===== config.mk =====
export PLATFORM = sky130hd
export DESIGN_NAME = ascii_frame_receiver_top
export DESIGN_NICKNAME = d
export VERILOG_FILES = /design/src/hw/rtl/afr_pkg.sv /design/src/hw/rtl/ascii_frame_receiver_top.sv /design/src/hw/rtl/afr_front.sv /design/src/hw/rtl/afr_queue.sv /design/src/hw/rtl/afr_back.sv
export SDC_FILE = /design/constraint.sdc
export NUM_CORES = 1
export LEC_CHECK = 0
export ABC_CLOCK_PERIOD_IN_PS = 3400
export BUFFER_PORTS_ARGS = -buffer_cell sky130_fd_sc_hd__buf_2
export CORE_ASPECT_RATIO = 1.5
export CORE_MARGIN = 1
export CORE_UTILIZATION = 35
export CTS_BUF_LIST = sky130_fd_sc_hd__clkbuf_16
export DETAILED_ROUTE_END_ITERATION = 6
export PLACE_DENSITY_LB_ADDON = 0.2
export SYNTH_ARGS = -nofsm -noshare
export SYNTH_HDL_FRONTEND = slang
export SYNTH_HIERARCHICAL = 1
export SYNTH_SLANG_ARGS = --single-unit

===== constraint.sdc =====
create_clock -name clk -period 3.4 [get_ports clk]
set_clock_uncertainty 0.1 [all_clocks]
set_input_delay 0 -clock clk [delete_from_list [all_inputs] [get_ports clk]]
set_output_delay 0 -clock clk [all_outputs]
set_load 0.01 [all_outputs]

===== src/hw/rtl/afr_pkg.sv =====
// ----------------------------------------------------------------------------
// afr_pkg
// Shared types and constants for the ASCII frame receiver: character codes,
// frame positions, event codes and the classified-character record.
// ----------------------------------------------------------------------------
package afr_pkg;

  localparam logic [7:0] CH_F = 8'h46;
  localparam logic [7:0] CH_8 = 8'h38;
  localparam logic [7:0] CH_0 = 8'h30;

  localparam logic [7:0] ADDR_HI_RESET = 8'd48;
  localparam logic [7:0] ADDR_LO_RESET = 8'd49;

  // Configuration register indexes
  localparam logic CFG_ADDR_HI = 1'b0;
  localparam logic CFG_ADDR_LO = 1'b1;

  localparam int QUEUE_DEPTH = 2;
  localparam int QUEUE_PTR_W = $clog2(QUEUE_DEPTH);
  localparam int QUEUE_CNT_W = $clog2(QUEUE_DEPTH + 1);

  typedef enum logic [3:0] {
    POS_HUNT    = 4'd0,
    POS_F2      = 4'd1,
    POS_ADDR_HI = 4'd2,
    POS_ADDR_LO = 4'd3,
    POS_SKIP_A  = 4'd4,
    POS_SKIP_B  = 4'd5,
    POS_LEN_HI  = 4'd6,
    POS_LEN_LO  = 4'd7,
    POS_PAYLOAD = 4'd8,
    POS_TRAIL_A = 4'd9,
    POS_TRAIL_B = 4'd10
  } frame_pos_t;

  typedef enum logic [1:0] {
    EV_NONE  = 2'd0,
    EV_DONE  = 2'd1,
    EV_ERROR = 2'd2
  } frame_event_t;

  // One received character with its classification
  typedef struct packed {
    logic [7:0] ch;
    logic       is_f;
    logic       is_8;
    logic       is_0;
    logic       hex_ok;
    logic [3:0] hex_val;
    logic       addr_hi_hit;
    logic       addr_lo_hit;
  } char_class_t;

endpackage


===== src/hw/rtl/ascii_frame_receiver_top.sv =====
// ----------------------------------------------------------------------------
// ascii_frame_receiver_top
// Character-by-character frame receiver: 'F','F', station address, two
// ignored characters, two hex length digits, payload, trailer '8','0'.
// ----------------------------------------------------------------------------
// Usage:
//   Input channel (in_valid / in_stall / rx_char) takes one received
//   character per item. Output channel (out_valid / out_stall) returns
//   exactly one result item per character: payload_valid and payload_char
//   for payload characters, frame_event 1 on a good trailer, 2 on any
//   header, address, length or trailer error (the block then hunts again).
//   Configuration: cfg_we with cfg_index 0 writes the first address
//   character, cfg_index 1 the second; write only while the block is idle.
//   A result passes through the queue and the output register before it is
//   presented on out_valid. Throughput: one character per cycle while the
//   receiver does not hold out_stall.
//   A front end classifies characters into a two-entry queue, so input and
//   output stall independently; in_stall rises only when that queue is full
//   because the receiver holds out_stall. A stalled result holds steady.
//   Reset (rst, synchronous): address reverts to '0','1', the queue and the
//   output empty, and the receiver starts in header hunt.
// ----------------------------------------------------------------------------
module ascii_frame_receiver_top (
  input  logic       clk,
  input  logic       rst,
  input  logic       cfg_we,
  input  logic       cfg_index,
  input  logic [7:0] cfg_data,
  input  logic       in_valid,
  output logic       in_stall,
  input  logic [7:0] rx_char,
  output logic       out_valid,
  input  logic       out_stall,
  output logic       payload_valid,
  output logic [7:0] payload_char,
  output logic [1:0] frame_event
);

  // front to queue
  logic                 push;
  afr_pkg::char_class_t push_data;
  logic                 q_full;

  // queue to back
  logic                 q_valid;
  logic                 pop;
  afr_pkg::char_class_t head;

  // classify characters and hold the address registers
  afr_front u_front (
    .clk       (clk),
    .rst       (rst),
    .cfg_we    (cfg_we),
    .cfg_index (cfg_index),
    .cfg_data  (cfg_data),
    .in_valid  (in_valid),
    .in_stall  (in_stall),
    .rx_char   (rx_char),
    .q_full    (q_full),
    .push      (push),
    .push_data (push_data)
  );

  // decouple the two sides
  afr_queue u_queue (
    .clk       (clk),
    .rst       (rst),
    .push      (push),
    .push_data (push_data),
    .pop       (pop),
    .q_valid   (q_valid),
    .q_full    (q_full),
    .head      (head)
  );

  // run the frame state machine and register the result
  afr_back u_back (
    .clk           (clk),
    .rst           (rst),
    .q_valid       (q_valid),
    .head          (head),
    .pop           (pop),
    .out_valid     (out_valid),
    .out_stall     (out_stall),
    .payload_valid (payload_valid),
    .payload_char  (payload_char),
    .frame_event   (frame_event)
  );

endmodule


===== src/hw/rtl/afr_front.sv =====
// ----------------------------------------------------------------------------
// afr_front
// Input side: holds the station address registers, classifies each accepted
// character and pushes the record into the queue.
// ----------------------------------------------------------------------------
module afr_front (
  input  logic                 clk,
  input  logic                 rst,
  input  logic                 cfg_we,
  input  logic                 cfg_index,
  input  logic [7:0]           cfg_data,
  input  logic                 in_valid,
  output logic                 in_stall,
  input  logic [7:0]           rx_char,
  input  logic                 q_full,
  output logic                 push,
  output afr_pkg::char_class_t push_data
);

  logic [7:0] addr_hi;
  logic [7:0] addr_lo;

  always_ff @(posedge clk) begin
    if (rst) begin
      addr_hi <= afr_pkg::ADDR_HI_RESET;
      addr_lo <= afr_pkg::ADDR_LO_RESET;
    end else if (cfg_we) begin
      case (cfg_index)
        afr_pkg::CFG_ADDR_HI: addr_hi <= cfg_data;
        afr_pkg::CFG_ADDR_LO: addr_lo <= cfg_data;
        default: ;
      endcase
    end
  end

  assign in_stall = q_full;
  assign push     = in_valid && !q_full;

  always_comb begin
    push_data             = '0;
    push_data.ch          = rx_char;
    push_data.is_f        = (rx_char == afr_pkg::CH_F);
    push_data.is_8        = (rx_char == afr_pkg::CH_8);
    push_data.is_0        = (rx_char == afr_pkg::CH_0);
    push_data.addr_hi_hit = (rx_char == addr_hi);
    push_data.addr_lo_hit = (rx_char == addr_lo);
    // decode hex digit: 0-9, A-F, a-f
    if (rx_char >= 8'h30 && rx_char <= 8'h39) begin
      push_data.hex_ok  = 1'b1;
      push_data.hex_val = rx_char[3:0];
    end else if ((rx_char >= 8'h41 && rx_char <= 8'h46) ||
                 (rx_char >= 8'h61 && rx_char <= 8'h66)) begin
      push_data.hex_ok  = 1'b1;
      push_data.hex_val = rx_char[3:0] + 4'd9;
    end
  end

endmodule


===== src/hw/rtl/afr_queue.sv =====
// ----------------------------------------------------------------------------
// afr_queue
// Short FIFO of classified characters between the front and the back.
// ----------------------------------------------------------------------------
module afr_queue (
  input  logic                 clk,
  input  logic                 rst,
  input  logic                 push,
  input  afr_pkg::char_class_t push_data,
  input  logic                 pop,
  output logic                 q_valid,
  output logic                 q_full,
  output afr_pkg::char_class_t head
);

  afr_pkg::char_class_t entries [afr_pkg::QUEUE_DEPTH];

  logic [afr_pkg::QUEUE_PTR_W-1:0] wr_ptr;
  logic [afr_pkg::QUEUE_PTR_W-1:0] rd_ptr;
  logic [afr_pkg::QUEUE_CNT_W-1:0] count;

  assign q_valid = (count != '0);
  assign q_full  = (count == afr_pkg::QUEUE_CNT_W'(afr_pkg::QUEUE_DEPTH));
  assign head    = entries[rd_ptr];

  always_ff @(posedge clk) begin
    if (push) begin
      entries[wr_ptr] <= push_data;
    end
  end

  always_ff @(posedge clk) begin
    if (rst) begin
      wr_ptr <= '0;
      rd_ptr <= '0;
      count  <= '0;
    end else begin
      if (push) begin
        wr_ptr <= (wr_ptr == afr_pkg::QUEUE_PTR_W'(afr_pkg::QUEUE_DEPTH - 1)) ?
                  '0 : wr_ptr + 1'b1;
      end
      if (pop) begin
        rd_ptr <= (rd_ptr == afr_pkg::QUEUE_PTR_W'(afr_pkg::QUEUE_DEPTH - 1)) ?
                  '0 : rd_ptr + 1'b1;
      end
      case ({push, pop})
        2'b10:   count <= count + 1'b1;
        2'b01:   count <= count - 1'b1;
        default: count <= count;
      endcase
    end
  end

endmodule


===== src/hw/rtl/afr_back.sv =====
// ----------------------------------------------------------------------------
// afr_back
// Frame state machine: consumes classified characters from the queue,
// tracks the payload count and drives the registered result.
// ----------------------------------------------------------------------------
module afr_back (
  input  logic                 clk,
  input  logic                 rst,
  input  logic                 q_valid,
  input  afr_pkg::char_class_t head,
  output logic                 pop,
  output logic                 out_valid,
  input  logic                 out_stall,
  output logic                 payload_valid,
  output logic [7:0]           payload_char,
  output logic [1:0]           frame_event
);

  afr_pkg::frame_pos_t pos;
  afr_pkg::frame_pos_t pos_next;
  logic [8:0]          target;
  logic [8:0]          target_next;
  logic [8:0]          seen;
  logic [8:0]          seen_next;
  logic [8:0]          len_word;
  logic [8:0]          seen_inc;

  logic                    res_pvalid;
  logic [7:0]              res_pchar;
  afr_pkg::frame_event_t   res_event;

  // advance when the output register is free or being emptied
  assign pop = q_valid && (!out_valid || !out_stall);

  assign len_word = {target[7:0] | {4'd0, head.hex_val}, 1'b0};
  assign seen_inc = seen + 9'd1;

  // next state
  always_comb begin
    pos_next    = pos;
    target_next = target;
    seen_next   = seen;
    case (pos)
      afr_pkg::POS_F2:
        pos_next = head.is_f ? afr_pkg::POS_ADDR_HI : afr_pkg::POS_HUNT;
      afr_pkg::POS_ADDR_HI:
        pos_next = head.addr_hi_hit ? afr_pkg::POS_ADDR_LO : afr_pkg::POS_HUNT;
      afr_pkg::POS_ADDR_LO:
        pos_next = head.addr_lo_hit ? afr_pkg::POS_SKIP_A : afr_pkg::POS_HUNT;
      afr_pkg::POS_SKIP_A:
        pos_next = afr_pkg::POS_SKIP_B;
      afr_pkg::POS_SKIP_B:
        pos_next = afr_pkg::POS_LEN_HI;
      afr_pkg::POS_LEN_HI: begin
        if (head.hex_ok) begin
          pos_next    = afr_pkg::POS_LEN_LO;
          target_next = {1'b0, head.hex_val, 4'd0};
        end else begin
          pos_next = afr_pkg::POS_HUNT;
        end
      end
      afr_pkg::POS_LEN_LO: begin
        if (head.hex_ok) begin
          target_next = len_word;
          seen_next   = '0;
          pos_next    = (len_word == '0) ? afr_pkg::POS_TRAIL_A : afr_pkg::POS_PAYLOAD;
        end else begin
          pos_next = afr_pkg::POS_HUNT;
        end
      end
      afr_pkg::POS_PAYLOAD: begin
        seen_next = seen_inc;
        if (seen_inc >= target) begin
          pos_next = afr_pkg::POS_TRAIL_A;
        end
      end
      afr_pkg::POS_TRAIL_A:
        pos_next = head.is_8 ? afr_pkg::POS_TRAIL_B : afr_pkg::POS_HUNT;
      afr_pkg::POS_TRAIL_B:
        pos_next = afr_pkg::POS_HUNT;
      default: begin
        // header hunt
        target_next = '0;
        seen_next   = '0;
        pos_next    = head.is_f ? afr_pkg::POS_F2 : afr_pkg::POS_HUNT;
      end
    endcase
    // any return to hunt drops the frame counters
    if (pos_next == afr_pkg::POS_HUNT) begin
      target_next = '0;
      seen_next   = '0;
    end
  end

  // result of this character
  always_comb begin
    res_pvalid = 1'b0;
    res_pchar  = '0;
    res_event  = afr_pkg::EV_NONE;
    case (pos)
      afr_pkg::POS_F2:
        if (!head.is_f) res_event = afr_pkg::EV_ERROR;
      afr_pkg::POS_ADDR_HI:
        if (!head.addr_hi_hit) res_event = afr_pkg::EV_ERROR;
      afr_pkg::POS_ADDR_LO:
        if (!head.addr_lo_hit) res_event = afr_pkg::EV_ERROR;
      afr_pkg::POS_SKIP_A, afr_pkg::POS_SKIP_B: ;
      afr_pkg::POS_LEN_HI, afr_pkg::POS_LEN_LO:
        if (!head.hex_ok) res_event = afr_pkg::EV_ERROR;
      afr_pkg::POS_PAYLOAD: begin
        res_pvalid = 1'b1;
        res_pchar  = head.ch;
      end
      afr_pkg::POS_TRAIL_A:
        if (!head.is_8) res_event = afr_pkg::EV_ERROR;
      afr_pkg::POS_TRAIL_B:
        res_event = head.is_0 ? afr_pkg::EV_DONE : afr_pkg::EV_ERROR;
      default:
        if (!head.is_f) res_event = afr_pkg::EV_ERROR;
    endcase
  end

  always_ff @(posedge clk) begin
    if (rst) begin
      pos       <= afr_pkg::POS_HUNT;
      target    <= '0;
      seen      <= '0;
      out_valid <= 1'b0;
    end else begin
      if (pop) begin
        pos    <= pos_next;
        target <= target_next;
        seen   <= seen_next;
      end
      if (pop) begin
        out_valid <= 1'b1;
      end else if (!out_stall) begin
        out_valid <= 1'b0;
      end
    end
  end

  always_ff @(posedge clk) begin
    if (pop) begin
      payload_valid <= res_pvalid;
      payload_char  <= res_pchar;
      frame_event   <= res_event;
    end
  end

endmodule


=== Word-level counts from Yosys, hierarchy flattened ===
Memories as Yosys holds them, arrays and structs flattened. A register that Yosys moved wholly into a read port is not among the register bits.
Cells that the tools add are included.

* Input bits: 22
* Output and inout bits: 13
* Memories: 1
* RAM bits: 36
* Logic and storage cells: 109
* Register bits: 54

{| class="wikitable"
|+ Memory list
! memory !! depth !! width !! rd ports !! clocked after Yosys merged registers in !! write ports !! RTL line !! RTL
|-
| u_queue.entries || 2 || 18 || 1 || 1 || 1 || afr_queue.sv:16 || <nowiki>afr_pkg::char_class_t entries [afr_pkg::QUEUE_DEPTH];</nowiki>
|}

* Reductions and logical operators: 22
* Equality and inequality tests: 23
* $add $sub $neg: 6
* Magnitude comparators: 7
* Muxes and demuxes: 36
* Bitwise operators: 2

{| class="wikitable"
|+ Operators by type and width
! cell !! count
|-
| 9-bit case mux with 3 select lines || 2
|-
| 9-bit two-way mux || 5
|-
| 4-bit case mux with 10 select lines || 1
|-
| 4-bit by 3-bit == test with 1-bit output (second input constant) || 4
|-
| 8-bit by 6-bit == test with 1-bit output (second input constant) || 2
|-
| 8-bit == test || 2
|-
| 8-bit by 7-bit greater-or-equal comparator with 1-bit output (second input constant) || 2
|-
| 8-bit by 7-bit <= comparator with 1-bit output (second input constant) || 2
|-
| 2-bit two-way mux || 8
|-
| 8-bit OR reduction || 2
|-
| 4-bit == test (second input constant) || 3
|-
| 4-bit two-way mux || 3
|-
| 2-bit case mux with 6 select lines || 1
|-
| 1-bit two-way mux || 11
|-
| 5-bit two-way mux || 2
|-
| 9-bit by 1-bit adder with 9-bit output (second input constant) || 1
|-
| 9-bit greater-or-equal comparator || 1
|-
| 9-bit logical NOT || 1
|-
| 4-bit by 2-bit == test with 1-bit output (second input constant) || 2
|-
| 8-bit by 7-bit == test with 1-bit output (second input constant) || 1
|-
| 8-bit by 6-bit greater-or-equal comparator with 1-bit output (second input constant) || 1
|-
| 8-bit by 6-bit <= comparator with 1-bit output (second input constant) || 1
|-
| 8-bit by 4-bit OR with 8-bit output || 1
|-
| 3-bit two-way mux || 2
|-
| 21 further kinds || 35
|}

=== Depth between registers and ports, before layout ===
* Depth in word-level cells: 8
* Depth in mapped cells: 9
* Mapped depth without buffers: 9

=== Cells and area by module ===
The synthesis kept the hierarchy.

{| class="wikitable"
|+ Modules (own cells, without submodules)
! module !! area an instance (sq um) !! cells an instance !! sequential area each (sq um) !! times used
|-
| afr_back || 2004.4 || 212 || 770.7 || 1
|-
| afr_queue || 1503.9 || 78 || 1181.1 || 1
|-
| afr_front || 1058.5 || 138 || 320.3 || 1
|}

=== Worst setup path after synthesis ===
Ideal clock, no wire load.

* Path type: register -> register
* Start: reg (tool-made name)
* End: reg u_back.target[4]
* Arrival: 2.144 ns
* Period minus slack after synthesis: 2.360 ns
* Slack: 1.040 ns
* Data required time: 3.183 ns
* Path buffers: 2
* Setup time: 0.117 ns
* Stages on the path, launching flop included: 9
* Path through: dfxtp_1 > buf_4 > buf_2 > mux2_2 > nand2b_1 > a32o_1 > a311oi_2 > a311oi_4 > a22o_1

{| class="wikitable"
|+ RTL lines
! item !! RTL line !! RTL
|-
| end signal, assigned || afr_back.sv:132 || <nowiki>target <= target_next;</nowiki>
|-
| end, declared || afr_back.sv:21 || <nowiki>logic [8:0] target;</nowiki>
|}

==> results summary <==
The number of pins with negative max-slew slack in the final report is 0. The headroom to the max-slew limit came out at a little over a third. The smallest clock period supported by the final layout is computed as 2690 ps. The clock net in this run drives a total of 90 sinks.

Among all flip-flop cells after synthesis, the most frequent one is sky130_fd_sc_hd__edfxtp_1. The worst hold path was traced through 4 stages. Entering global routing, the biggest net connects 38 pins. The power density normalized to cell area came out at approximately 700 nW/µm². The layout overhead on the synthesized area is 16.7%. The path type of the worst setup path is reg -> reg. In this run the horizontal extent of the chip is 95.3 µm. The global-route wire length before repair came out at 15500 µm.

The flip-flop and latch count after synthesis came out at 90. The instance area after placement is 4800 µm². The least setup slack across all paths after layout came out at 708 ps. Data arrives at the worst endpoint at between 2000 and 3000 ps.

In the layout the commonest cells are sky130_fd_sc_hd__nand2_1, sky130_fd_sc_hd__edfxtp_1, sky130_fd_sc_hd__dfxtp_1. The sum of negative setup slack is 0 ps. The register-to-register setup slack came out at just over 700 ps. The warning count from the yosys run came out at 6. The die is 142 µm tall.

The cell count after synthesis came out at 428. The fraction of registers with async set/reset came out at 0%. Setup violations remaining at the end of the flow were counted as 0.

The number of antenna violations at the first check in global routing came out at 0. The worst-case setup slack after placement came out at slightly below 700 ps. Cells with a size suffix above 1 make up between 10% and 20% of the layout. Setup repair after global routing left no endpoint under its margin. The detailed placer's ending HPWL is 6650 µm. In this run the number of H-tree levels came out at 3. The worst hold slack is 30.9 ps. The detail route stage leaves a number of antenna-violating nets equal to 0. The library cell used most frequently in the layout, excluding fill and tap cells, is sky130_fd_sc_hd__nand2_1. For hold timing, the worst endpoint is u_queue/wr_ptr. The number of max-cap violations came out at 0. The final design instance area without fill is 5330 µm². The net count of the mapped netlist is 463. The root buffer selected by CTS is sky130_fd_sc_hd__clkbuf_16. The startpoint identified for the worst hold timing path is in_valid.

The number of ports placed on the die boundary came out at 35. The total wire length after detailed routing came out at between 9000 and 10000 µm. The count of unique library cells instantiated by Yosys is 64.

The number of hold-slack violations in the final timing report is 0. The post-synthesis area per instance is 10.7 µm². For this design the static power due to leakage is 0.00196 µW. The run finished with clean final reports. The number of placement rows came out at 50.

During placement, the flow inserted port buffers numbering 34. The endpoint identified for the worst register-to-register timing path is u_back/target[6]. The critical path startpoint category is a register. The first-iteration detailed-routing DRC count came out at 99. The average wire per standard cell is 14.9 µm. For this run the aggregate overflow at the end of global routing stands at 0. At the end of routability-driven placement, the weighted congestion stood at 0.830.

The number of cells upsized or downsized after cts is 0. The cell area after synthesis is 4570 µm². The number of inserted diodes came out at 0.

The share of the cycle needed by the critical path after routing is 79.2%. The total via count after detailed routing is approximately 3.2k. The clock latency on the worst-skew pair is roughly 340 ps. In this run, CTS created clock tree buffers numbering 9. Once the floorplan was initialized, standard cells occupied 36.3% of the core.

The via count of the first global-routing pass came out at 3280. The maximum buffer depth of the clock tree is 2. The region available for standard cell placement spans approximately 13000 µm². The floorplan die area is 13500 µm². The post-layout net count came out at 504. For this run, the top clock speed supported by timing is around 0.37 GHz. The length of the first detailed-routing pass in iterations is 4.

STA classifies the critical path endpoint as a register. The total DRC errors in the routed layout came out at 0. The maximum VDD drop is 0.000251 V. Sequential elements use 49.8% of the synthesized area.

TritonCTS built the clock tree. In this run, synthesis inferred 47 flip-flops with an integrated enable. After detailed routing, the number of vias per cell comes to 5.10. At the worst endpoint, the required time is 3530 ps. The total track usage came out at 15.3%. The actual slew at the worst max-slew pin came out at ~950 ps. The depth of the worst register-to-register path came out at 6.

The clock transition at the registers of the reported paths is 70 ps. The design draws between 3000 and 4000 µW. The critical-path maximum fanout is 13.

In this run the worst hold path is classified as in -> reg.
area by class of cell:
cell class / count / area, µm²
Clock inverter: 7 / 118
Fill cell: 1199 / 7240
Multi-Input combinational cell: 296 / 2070
Clock buffer: 9 / 225
Inverter: 15 / 56.3
Timing Repair Buffer: 57 / 390
Tap cell: 156 / 195
Sequential cell: 90 / 2270
sequential cells by signal, indices dropped and copies added (netlist names), named ones only:
signal,count
u_back/out_valid,1
u_queue/rd_ptr,1
u_front/addr_lo,8
u_back/payload_char,8
u_back/payload_valid,1
u_back/target,8
u_back/seen,9
u_back/frame_event,2
u_queue/count,2
u_front/addr_hi,8
u_queue/wr_ptr,1
u_queue/entries,36
u_back/pos,4
report_power, final:
part | internal, µW | leakage, µW | switching (µW) | total (µW)
Combinational | 433 | 0.000985 | 582 | 1010
Clock | 721 | 0.000175 | 415 | 1140
Sequential | 1360 | 0.000802 | 147 | 1510
critical path, stage by stage (launching register included):
cell and delay, ps:
sky130_fd_sc_hd__dfxtp_1 440, sky130_fd_sc_hd__buf_4 270, sky130_fd_sc_hd__mux2_2 390, sky130_fd_sc_hd__and3_1 250, sky130_fd_sc_hd__a221oi_2 570, sky130_fd_sc_hd__a311oi_4 270, sky130_fd_sc_hd__a22o_1 300
per-layer routing:
layer | share of wire, % | up-vias | global-route usage [%] | routed length [µm]
li1 | - | 1609 | - | -
met1 | 42 | 1532 | 16.4 | 3940
met2 | 53 | 55 | 27.6 | 5010
met3 | 2.3 | 15 | 2.36 | 221
met4 | 2.6 | 0 | 8.61 | 249
met5 | 0 | - | 0 | 0
what timing repair did:
| item | in CTS | in global routing |
|---|---|---|
| hold buffers | 19 | 0 |
| endpoints found under the hold margin | 35 | 0 |
| setup buffers | 0 | 0 |
stage by stage:
stage	util [%]	std cells
floorplan	-	428
global placement	38.2	595
detailed placement	38.2	595
CTS	42.4	630
global route	42.4	630
finish	42.4	630
kinds of logic (layout without fill, tap and decap cells):
family / count (synthesis) / in the layout / share of synthesized area (%)
and+or+nand+nor: 150 / 150 / 17.4
DFF: 90 / 90 / 49.8
AOI/OAI and AO/OA: 82 / 82 / 13.5
buffers and inverters: 42 / 88 / 4.82
xor gates and xnor gates: 27 / 27 / 5.18
muxes: 24 / 24 / 5.84
adders and majority gates: 13 / 13 / 3.56
synthesized netlist by cell type, drive strengths merged (4+ instances only):
| cell | count | area, µm² |
|---|---|---|
| o2bb2ai | 5 | 43.8 |
| nand3b | 5 | 37.5 |
| o21ai | 13 | 65.1 |
| nor2 | 27 | 104 |
| or2 | 5 | 31.3 |
| nor2b | 8 | 50.1 |
| a311oi | 4 | 65.1 |
| nand4 | 9 | 56.3 |
| clkbuf | 9 | 33.8 |
| a31oi | 5 | 31.3 |
| nor3 | 10 | 50.1 |
| edfxtp | 47 | 1410 |
| xor2 | 5 | 43.8 |
| nand2b | 7 | 43.8 |
| nand2 | 50 | 188 |
| a22o | 5 | 43.8 |
| xnor2 | 22 | 193 |
| dfxtp | 43 | 861 |
| inv | 14 | 52.6 |
| ha | 13 | 163 |
| a21oi | 28 | 140 |
| mux2 | 21 | 236 |
| buf | 18 | 130 |
| and2 | 10 | 62.6 |
worst max path at each step:
stage               startpoint          endpoint  slack, ps
CTS                   register  u_back/target[6]        700
finish                register  u_back/target[6]        710
global route          register  u_back/target[4]        620
detailed placement    register  u_back/target[6]        690
floorplan             register  u_back/target[4]       1040
global placement      register  u_back/target[5]        790
No activity file was read; power rests on OpenSTA's default activity.
